## src/rtl/fractal_gradient_noise_core_assert.svh

```systemverilog
// ---------------------------------------------------------------------------
// Assertion macros for the fractal gradient noise core
// Short forms for clocked implication checks with a synchronous reset.
// ---------------------------------------------------------------------------
`ifndef FRACTAL_GRADIENT_NOISE_CORE_ASSERT_SVH
`define FRACTAL_GRADIENT_NOISE_CORE_ASSERT_SVH

// Same-cycle implication, disabled while reset is asserted.
`define FGN_ASSERT_IMPL(label, clk, rst_n, ante, cons) \
  label: assert property (@(posedge clk) disable iff (!rst_n) (ante) |-> (cons)) \
    else $error("fgn assertion failed");

// Next-cycle implication, disabled while reset is asserted.
`define FGN_ASSERT_NEXT(label, clk, rst_n, ante, cons) \
  label: assert property (@(posedge clk) disable iff (!rst_n) (ante) |=> (cons)) \
    else $error("fgn assertion failed");

`endif

```

## src/rtl/fgn_pkg.sv

```systemverilog
// ---------------------------------------------------------------------------
// fgn_pkg
// Types and constants shared by the fractal gradient noise core.
// ---------------------------------------------------------------------------
package fgn_pkg;

  localparam logic [31:0] HASH_MUL_X   = 32'd374761393;
  localparam logic [31:0] HASH_MUL_Y   = 32'd668265263;
  localparam logic [31:0] HASH_MUL_MIX = 32'd1274126177;
  localparam int unsigned HASH_SHIFT   = 13;
  localparam int unsigned SEED_STEP    = 1000;

  localparam int CFG_IDX_W = 2;
  localparam logic [CFG_IDX_W-1:0] REG_NOISE_SEED   = 2'd0;
  localparam logic [CFG_IDX_W-1:0] REG_OCTAVE_COUNT = 2'd1;
  localparam logic [CFG_IDX_W-1:0] REG_PERSISTENCE  = 2'd2;

  localparam int CNT_W  = 5;   // effective octave count, up to 15
  localparam int AMP_W  = 17;  // amplitude, Q.16, at most 1.0
  localparam int ASUM_W = 22;  // sum of up to 15 amplitudes
  localparam int TOT_W  = 40;  // weighted octave sum, Q.31
  localparam int Q_W    = 15;  // quotient bits below saturation

  typedef struct packed {
    logic                    valid;
    logic signed [31:0]      x;
    logic signed [31:0]      y;
    logic [AMP_W-1:0]        amp;
    logic [ASUM_W-1:0]       asum;
    logic signed [TOT_W-1:0] tot;
  } oct_bus_t;

  typedef struct packed {
    logic              valid;
    logic              neg;
    logic              sat;
    logic [TOT_W-1:0]  rem;
    logic [Q_W-1:0]    q;
    logic [ASUM_W-1:0] asum;
  } div_bus_t;

endpackage

```

## src/rtl/fgn_div_cell.sv

```systemverilog
// ---------------------------------------------------------------------------
// fgn_div_cell
// One restoring-division step: settles quotient bit BIT.
// ---------------------------------------------------------------------------
module fgn_div_cell import fgn_pkg::*; #(
  parameter int BIT = 0
) (
  input  logic     clk,
  input  logic     rst_n,
  input  logic     en,
  input  div_bus_t bus_i,
  output div_bus_t bus_o
);

  div_bus_t bus_r;
  div_bus_t bus_nxt;
  logic [TOT_W-1:0] dsr;
  logic             take;

  assign dsr  = TOT_W'(bus_i.asum) << BIT;
  assign take = (bus_i.rem >= dsr);

  always_comb begin
    bus_nxt        = bus_i;
    bus_nxt.rem    = take ? bus_i.rem - dsr : bus_i.rem;
    bus_nxt.q[BIT] = take;
  end

  always_ff @(posedge clk) begin
    if (!rst_n) begin
      bus_r.valid <= 1'b0;
    end else if (en) begin
      bus_r <= bus_nxt;
    end
  end

  assign bus_o = bus_r;

endmodule

```

## config.mk

```make
export PLATFORM = sky130hd
export DESIGN_NAME = fgn_div_cell
export DESIGN_NICKNAME = d
export VERILOG_FILES = /design/src/rtl/fractal_gradient_noise_core_assert.svh /design/src/rtl/fgn_pkg.sv /design/src/rtl/fgn_div_cell.sv
export SDC_FILE = /design/constraint.sdc
export NUM_CORES = 1
export LEC_CHECK = 0
export BUFFER_PORTS_ARGS = -buffer_cell sky130_fd_sc_hd__buf_2
export CORE_MARGIN = 1
export CORE_UTILIZATION = 25
export DETAILED_ROUTE_END_ITERATION = 16
export MAX_ROUTING_LAYER = met4
export SETUP_SLACK_MARGIN = 0.02
export SLEW_MARGIN = 20
export SYNTH_ARGS = -nofsm -noshare
export SYNTH_HDL_FRONTEND = slang
export SYNTH_SLANG_ARGS = --single-unit
```

## constraint.sdc

```tcl
create_clock -name clk -period 4 [get_ports clk]
set_input_delay 0.8 -clock clk [delete_from_list [all_inputs] [get_ports clk]]
set_output_delay 0.8 -clock clk [all_outputs]
set_load 0.01 [all_outputs]
```

==> impl_metrics.csv, run 1 <==
group,metric,value,unit
timing,skew,0,ns
pwr,seq_power_share,42.8,%
floorplan,rows,48,
yosys,synth-main-ff-cell,"edfxtp_1",
clock_network,clk_latency,0.34,ns
global_route,grt_usage,13.17,%
clock_network,cts_root_buffer,"clkbuf_16",
critical_path,cp_max_fo,26,
hold_path,hold_path_depth,2,
placement,gp_congestion,0.8771,
detailed_routing,drt_iter0_drc,97,
detailed_routing,dr_total_vias,3597,
yosys,syn_area_per_cell,11.62,sq um
layout,synthToLayoutAreaGrowth,31.76,%
critical_path,reg2reg_slack,3.41,ns
layout,drive_above_1_share,36.76,%
yosys,synth-simple-area-share,13.98,%
clock_network,hold_buffers,0,
yosys,synth_common_cells,"edfxtp_1 (79), nand2_1 (34), o21ai_0 (31)",
flow_run,maxCapViolations,0,
yosys,syn_inst,382,
pwr,max-vdd-ir-drop,188.3,uV
placement,numPortBuffers,161,
yosys,synth_top_family_by_area,"compound AO/OA/AOI/OAI gates",
floorplan,die_h,135.3,um
pwr,cell_internal_pwr,1.796,mW
timing,slew_headroom,59.22,%
placement,dp_hpwl,9210,um
yosys,synthMuxAreaShare,0.9865,%
pwr,combPwrFrac,18.6,%
critical_path,regToRegEndpoint,"bus_o[79]",
timing,final_hold_viol_count,0,
global_route,antenna_found_initial,0,
layout,largest_register_ffs,80,
detailed_routing,ant_nets,0,
yosys,ys_seq_area_share,53.89,%
pwr,leakagePower,2.395,nW
yosys,synth_top_area_share,53.44,%
yosys,yosysTopAreaCell,"edfxtp_1",
yosys,async_flop_share,0,%
critical_path,start_kind,"input port",
yosys,synth_edf_count,79,
pwr,switchingPower,0.5891,mW
global_route,grt_pass1_wl,17800,um
critical_path,worst-r2r-cell-count,2,
timing,rsz0062_at_grt,"no",
yosys,syn-num-nets,488,
hold_path,hold_end,"bus_o[79]",
hold_path,worstHoldStart,"bus_o[79]",
clock_network,tritoncts,"done",
hold_path,hp-class,"reg -> reg",
detailed_routing,wl_per_cell,15.00,um
yosys,synth-compound-area-share,14.35,%
yosys,syn_area,0.004439,sq mm
critical_path,r2r_start,"bus_o[79]",
yosys,ys_ff_latch,80,
layout,num_antenna_cells,0,
floorplan,die_w,135.3,um
yosys,synth.most_common_cell,"edfxtp_1",
clock_network,numCtsBuffers,9,
timing,tns,0,ns
floorplan,boundaryPins,163,
global_route,grt_pass1_vias,3636,
yosys,synth_fa_ha_area_share,6.652,%
timing,min_period,3.323,ns
detailed_routing,dr.pass1.iters,5,
floorplan,start_util,25.67,%
critical_path,end_kind,"register",
floorplan,die_area,0.01829,sq mm
pwr,powerDensity,407.8,mW/mm^2
global_route,grt_max_degree,80,
critical_path,cp_data_required_time,4.10,ns
clock_network,cts.repair.resized,0,
detailed_routing,viasPerCell,4.612,
global_route,gr-total-overflow,0,
timing,setup_viol,0,
yosys,ys_types,63,
critical_path,crit_type,"in -> reg",
pwr,clkPwrFrac,38.6,%
critical_path,arrival,3.42,ns
yosys,synthXorXnorAreaFrac,6.511,%
yosys,synth.area.top_cells,"edfxtp_1 (53%), ha_1 (6.2%), o21ai_0 (3.5%)",
clock_network,clock-sinks,80,
timing,finalMaxSlewViolations,0,
timing,fmax,0.3009,GHz
detailed_routing,routed_wl,11700,um
layout,final_nets,657,
status,outcome,"complete, no violations",
yosys,synth_warnings,0,
clock_network,path_clk_slew,0.06,ns
layout,final_util,33.82,%
clock_network,h-tree-depth,3,
clock_network,postCtsSetupBuffers,0,
pwr,swShare,24.70,%
timing,min_period_over_period,83.08,%
floorplan,core,0.01730,sq mm
detailed_routing,drc,0,
clock_network,clock_path_buffers,2,
timing,worstMarginPinSlew,0.6070,ns
## cells in the final DEF (no fill, tap or decap), types with 4 or more instances in the layout
master / Yosys / layout
nor2b_1: 4 / 4
xnor2_1: 16 / 16
inv_1: 27 / 27
nor2_1: 21 / 21
or4_1: 4 / 4
buf_2: 0 / 161
or3_1: 5 / 5
xor2_1: 17 / 17
clkbuf_16: 0 / 9
a21oi_1: 19 / 19
buf_4: 3 / 4
nor4_1: 4 / 4
o21a_1: 4 / 4
nor3_1: 10 / 10
nand2_1: 34 / 34
a21o_1: 4 / 4
edfxtp_1: 79 / 79
o211ai_1: 4 / 4
nand3_1: 7 / 7
ha_1: 22 / 22
o21ai_0: 31 / 31
## worst max-delay path by stage
stage / depth (start not counted) / from / to / slack, ns
floorplan: 12 / bus_i[37] / bus_o[73] / 0.88
global placement: 12 / bus_i[2] / bus_o[52] / 0.35
detailed placement: 12 / bus_i[2] / bus_o[52] / 0.33
CTS: 12 / bus_i[2] / bus_o[52] / 0.68
global route: 12 / bus_i[2] / bus_o[52] / 0.46
finish: 12 / bus_i[2] / bus_o[52] / 0.68
## layout make-up
class                      count  area, sq um
clock buffer                  11        232.7
clock inverter                 4        93.84
fill                        1751        11450
inverter                      28        105.1
multi-input combinational    266         1888
sequential                    80         2392
tap                          225        281.5
timing repair buffer         166        855.8
## layer usage
layer  vias to the layer above  track usage, %  share of wire (%)
met4                         0           6.929                2.7
met5                         -               -                  0
li1                       1768               -                  -
met3                        24           2.955                5.1
met1                      1683           15.38                 44
met2                       122           21.11                 48
## cell families (layout without fill, tap and decap cells)
kind of cell / Yosys count / count (layout)
XOR/XNOR: 33 / 33
AO/OA/AOI/OAI: 92 / 92
adder cells (fa/ha/maj): 23 / 23
multiplexers: 4 / 4
flip-flops: 80 / 80
buffers and inverters: 36 / 209
AND/OR/NAND/NOR: 114 / 114
## power by group through the flow
stage	combinational, mW	clock (mW)	sequential [mW]
6_report	0.444	0.920	1.02
5_1_grt	0.492	0.983	1.03
4_1_cts	0.447	0.959	1.02
3_5_place_dp	0.444	0	1.04
3_3_place_gp	0.435	0	1.04
2_1_floorplan	0.228	0	1.08
## stage by stage
step | total power, mW | cells | worst slack (ns) | instance area (sq um) | hold slack [ns]
after floorplan | 1.307 | 382 | 0.8783 | 4439 | 0.5383
after global placement | 1.475 | 764 | 0.3478 | 5503 | 0.4920
after detailed placement | 1.484 | 764 | 0.3265 | 5503 | 0.4986
after CTS | 2.428 | 779 | 0.6838 | 5829 | 0.5198
after global routing | 2.502 | 780 | 0.4626 | 5849 | 0.5846
final | 2.385 | 780 | 0.6769 | 5849 | 0.5140
## worst max-delay path: stages
cell      delay (ns)
buf_2           0.10
inv_1           0.04
ha_1            0.37
nor2b_1         0.19
o31ai_2         0.31
a21oi_1         0.20
o311ai_4        0.41
a31oi_4         0.20
nor2_2          0.26
buf_4           0.30
a21oi_1         0.07
a21o_1          0.15
Power figures use the tool's default switching activity.
==> run 2: changes to the inputs <==
clock period = 3.19 ns   (was 4 ns; I/O delays follow)
==> run 2 against run 1 <==
Clock power rose by 6.8%. Power rose by 20%. Combinational power rose by 37%. Highest routed layer unchanged.
==> impl_metrics.csv, run 2 (synthesis gave the netlist of run 1 again) <==
group,metric,value,unit
clock_network,cts_root_buffer,"clkbuf_16",
layout,layout_commonest_cell,"buf_2",
layout,num_antenna_cells,0,
pwr,switchingPower,0.8071,mW
timing,slew_headroom,60.71,%
layout,stdcell_area,0.006048,sq mm
clock_network,numCtsBuffers,9,
detailed_routing,dr_total_vias,3719,
placement,gp_congestion,0.8659,
timing,worstMarginPinSlew,0.5745,ns
critical_path,cpMostUsedCell,"buf_4",
critical_path,reg2reg_slack,2.60,ns
detailed_routing,drt_iter0_drc,163,
detailed_routing,wl_per_cell,14.97,um
critical_path,r2r_start,"bus_o[79]",
timing,min_period,3.006,ns
detailed_routing,viasPerCell,4.586,
floorplan,core,0.01730,sq mm
timing,setup_viol,0,
floorplan,die_h,135.3,um
detailed_routing,drc,0,
flow_run,maxCapViolations,0,
pwr,leakagePower,2.518,nW
critical_path,worst-r2r-cell-count,2,
timing,final_hold_viol_count,0,
clock_network,h-tree-depth,3,
layout,final_cell_mix,"buf_2 (161), edfxtp_1 (79), nand2_1 (34)",
floorplan,rows,48,
pwr,clkPwrFrac,34.2,%
critical_path,crit_chain,"buf_2 -> inv_1 -> ha_1 -> fa_1 -> nor2b_1 -> o31ai_2 -> a21oi_1 -> buf_4 -> o311ai_4 -> a31oi_4 -> buf_4 -> o21ai_2 -> nor4_1 -> xor2_1",
placement,post-place-ws,-0.1993,ns
placement,dp_hpwl,9654,um
critical_path,slowest_stage,"o31ai_2",
clock_network,clock_path_buffers,2,
global_route,antenna_found_initial,0,
detailed_routing,dr.pass1.iters,4,
timing,min_period_over_period,94.24,%
hold_path,hold_end,"bus_o[23]",
global_route,gr-total-overflow,0,
layout,final_nets,687,
status,outcome,"complete, no violations",
floorplan,die_w,135.3,um
layout,synthToLayoutAreaGrowth,36.25,%
pwr,seq_power_share,44.6,%
floorplan,start_util,25.67,%
layout,largest_register_ffs,80,
layout,drive_above_1_share,40.61,%
timing,finalMaxSlewViolations,0,
critical_path,cp_max_fo,7,
detailed_routing,routed_wl,12140,um
global_route,grt_max_degree,47,
clock_network,clock-sinks,80,
floorplan,die_area,0.01829,sq mm
hold_path,hold_path_depth,1,
timing,fmax,0.3326,GHz
critical_path,crit_type,"in -> reg",
hold_path,worstHoldStart,"bus_i[23]",
timing,skew,0,ns
pwr,swShare,28.11,%
hold_path,hp-class,"in -> reg",
clock_network,path_clk_slew,0.07,ns
pwr,cell_internal_pwr,2.064,mW
pwr,max-vdd-ir-drop,239.3,uV
critical_path,cp_data_required_time,3.27,ns
timing,fin_hold_ws,0.4706,ns
critical_path,cp_slowest_stage_delay,0.32,ns
global_route,grt_pass1_wl,19140,um
pwr,powerDensity,474.8,mW/mm^2
pwr,combPwrFrac,21.1,%
global_route,grt_pass1_vias,3884,
clock_network,clk_latency,0.34,ns
timing,rsz0062_at_grt,"no",
critical_path,start_kind,"input port",
placement,numPortBuffers,161,
detailed_routing,ant_nets,0,
floorplan,boundaryPins,163,
timing,setup_ws,0.1837,ns
global_route,grt_usage,14.08,%
critical_path,end_kind,"register",
placement,place_area,0.005761,sq mm
critical_path,arrival,3.08,ns
clock_network,tritoncts,"done",
clock_network,hold_buffers,0,
critical_path,regToRegEndpoint,"bus_o[79]",
-- run 2: cell types whose count changed in the layout (fill, tap and decap cells not counted), moves of 2 or more --
cell / previous run / this run
buf_4: 4 / 33
clkinvlp_4: 0 / 3
clkbuf_1: 2 / 0
bufinv_16: 3 / 0
clkinv_4: 0 / 3
-- run 2: stage by stage --
step	cells	TNS, ns	util, %	total power, mW
6_report	811	0	34.97	2.872
4_1_cts	811	0	34.94	2.916
3_5_place_dp	795	-4.408	33.30	1.914
5_1_grt	811	0	34.97	3.013
2_1_floorplan	382	0	-	1.639
3_3_place_gp	795	-1.980	33.30	1.899
-- run 2: worst max-delay path by stage --
| stage | start | end | slack (ns) | depth (start not counted) |
|---|---|---|---|---|
| floorplan | bus_i[37] | bus_o[73] | 0.23 | 12 |
| global placement | bus_i[37] | bus_o[71] | -0.12 | 14 |
| detailed placement | bus_i[37] | bus_o[40] | -0.20 | 13 |
| CTS | bus_i[37] | bus_o[40] | 0.18 | 13 |
| global route | bus_i[37] | bus_o[63] | 0.04 | 14 |
| finish | bus_i[37] | bus_o[63] | 0.18 | 14 |
-- run 2: layout make-up --
| type | instances | area [sq um] |
|---|---|---|
| multi-input cells | 266 | 1893 |
| fillers | 1767 | 11250 |
| clock buffers | 9 | 225.2 |
| repair buffers | 196 | 1094 |
| well taps | 225 | 281.5 |
| inverters | 28 | 105.1 |
| flip-flops and latches | 80 | 2392 |
| clock inverters | 7 | 57.56 |
-- run 2: power groups by stage --
stage / Sequential (mW) / Clock, mW / Combinational (mW)
3_3_place_gp: 1.30 / 0 / 0.595
5_1_grt: 1.29 / 1.05 / 0.674
2_1_floorplan: 1.35 / 0 / 0.286
3_5_place_dp: 1.31 / 0 / 0.608
6_report: 1.28 / 0.983 / 0.607
4_1_cts: 1.28 / 1.02 / 0.612
-- run 2: worst max-delay path, delay by kind of cell --
family          cells  cell delay, ns
compound gates      5            1.22
buf+inv             4            0.50
fa+ha+maj           2            0.38
simple gates        2            0.19
xor+xnor            1            0.15
-- run 2: what timing repair did --
action,CTS,global route
setup endpoints to repair,0,1
buffers inserted,0,0
resized for setup,0,1
hold endpoints to repair,0,0
-- run 2: metal layers --
layer,vias to the layer above,wire length (um),GRT usage (%)
met5,-,0,-
met4,0,327,7.241
met3,22,647,2.918
met2,135,5913,22.99
met1,1732,5255,16.31
li1,1830,-,-
==> run 3: changes to the inputs <==
REMOVE_ABC_BUFFERS = 1   (was not set)
==> run 3 against run 2 <==
Sequential share of layout area fell by 0.20 points. Combinational power barely moved. Maximum frequency fell by 0.26%. Critical path type unchanged.
==> impl_metrics.csv, run 3 (synthesis gave the netlist of run 1 again) <==
group,metric,value,unit
placement,post-place-ws,-0.1713,ns
clock_network,postCtsSetupBuffers,0,
clock_network,numCtsBuffers,9,
floorplan,die_w,135.3,um
critical_path,cp_data_required_time,3.26,ns
layout,layout_commonest_cell,"buf_2",
flow_run,maxCapViolations,0,
critical_path,end_kind,"register",
layout,final_cell_mix,"buf_2 (161), edfxtp_1 (79), buf_4 (38)",
placement,place_area,0.005758,sq mm
global_route,grt_usage,14.29,%
critical_path,crit_type,"in -> reg",
layout,synthToLayoutAreaGrowth,36.92,%
timing,fmax,0.3318,GHz
detailed_routing,dr.pass1.iters,4,
detailed_routing,ant_nets,0,
floorplan,start_util,25.67,%
pwr,powerDensity,490.4,mW/mm^2
layout,fin_cells,815,
timing,tns,0,ns
timing,min_period,3.014,ns
timing,setup_ws,0.1757,ns
floorplan,boundaryPins,163,
detailed_routing,drc,0,
timing,min_period_over_period,94.49,%
placement,dp_hpwl,9897,um
floorplan,rows,48,
global_route,grt_pass1_vias,3779,
layout,multi_input_area,0.001893,sq mm
layout,stdcell_area,0.006078,sq mm
placement,placedCellCount,798,
layout,largest_register_ffs,80,
global_route,antenna_found_initial,2,
critical_path,arrival,3.09,ns
status,outcome,"complete, no violations",
clock_network,h-tree-depth,3,
placement,numPortBuffers,161,
clock_network,clock_path_buffers,2,
clock_network,path_clk_slew,0.06,ns
clock_network,hold_buffers,0,
floorplan,core,0.01730,sq mm
floorplan,die_h,135.3,um
detailed_routing,dr_total_vias,3663,
detailed_routing,drt_iter0_drc,150,
pwr,design_power_total,2.981,mW
placement,gp_congestion,0.8731,
timing,final_hold_viol_count,0,
detailed_routing,routed_wl,12350,um
critical_path,cp_max_fo,5,
timing,slew_headroom,53.26,%
detailed_routing,viasPerCell,4.494,
clock_network,cts.repair.resized,0,
hold_path,hp-class,"in -> reg",
pwr,max-vdd-ir-drop,241.9,uV
timing,worstMarginPinSlew,0.7011,ns
critical_path,start_kind,"input port",
timing,rsz0062_at_grt,"no",
timing,skew,0,ns
timing,setup_viol,0,
pwr,leakagePower,2.545,nW
layout,seqCellArea,0.002392,sq mm
global_route,grt_pass1_wl,19300,um
floorplan,die_area,0.01829,sq mm
clock_network,clk_latency,0.35,ns
global_route,grt_max_degree,52,
global_route,gr-total-overflow,0,
detailed_routing,wl_per_cell,15.16,um
layout,nFillCells,1776,
layout,final_nets,690,
timing,finalMaxSlewViolations,0,
clock_network,tritoncts,"done",
clock_network,clock-sinks,80,
clock_network,cts_root_buffer,"clkbuf_16",
layout,drive_above_1_share,40.65,%
run 3: final cells by class:
class	instances	area share, %
sequential	80	39.36
multi-input combinational	266	31.14
clock inverter	6	1.400
timing repair buffer	199	17.95
antenna	2	0.08234
clock buffer	9	3.705
tap	225	4.632
inverter	28	1.729
run 3: worst max-delay path, cell delays in order:
cell and delay, ns:
buf_2 0.10, inv_1 0.04, ha_1 0.34, a21o_1 0.21
nor3_1 0.21, o21ai_0 0.17, o41ai_2 0.49, nor3_1 0.19
or2_1 0.31, nor4_1 0.27, xor2_1 0.13
run 3: report_power, final:
part,internal (mW),leakage [nW],switching [mW]
logic,0.269,1.64,0.339
registers,1.26,0.752,0.0179
clock network,0.678,0.149,0.415
total,2.21,2.55,0.772
run 3: metal layers:
layer  vias to the layer above  GRT usage [%]  wire length, um
li1                       1840              -                -
met1                      1680          16.57             5415
met5                         -              -                0
met4                         0          5.930              273
met3                        20          3.629              758
met2                       123          23.45             5905
run 3: per-stage QoR:
| step | util (%) | hold slack (ns) |
|---|---|---|
| global placement | 33.29 | 0.4926 |
| floorplan | - | 0.5383 |
| CTS | 35.08 | 0.4491 |
| detailed placement | 33.29 | 0.5065 |
| finish | 35.14 | 0.4654 |
| global route | 35.14 | 0.4546 |
run 3: worst paths after layout:
| path | start | end | slack, ns | depth (start not counted) |
|---|---|---|---|---|
| worst max-delay path | bus_i[13] | bus_o[75] | 0.18 | 11 |
| worst min-delay path | bus_i[23] | bus_o[23] | 0.47 | 1 |
| worst max register to register | bus_o[79] | bus_o[79] | 2.60 | 2 |
| worst min register to register | bus_o[79] | bus_o[79] | 0.52 | 2 |
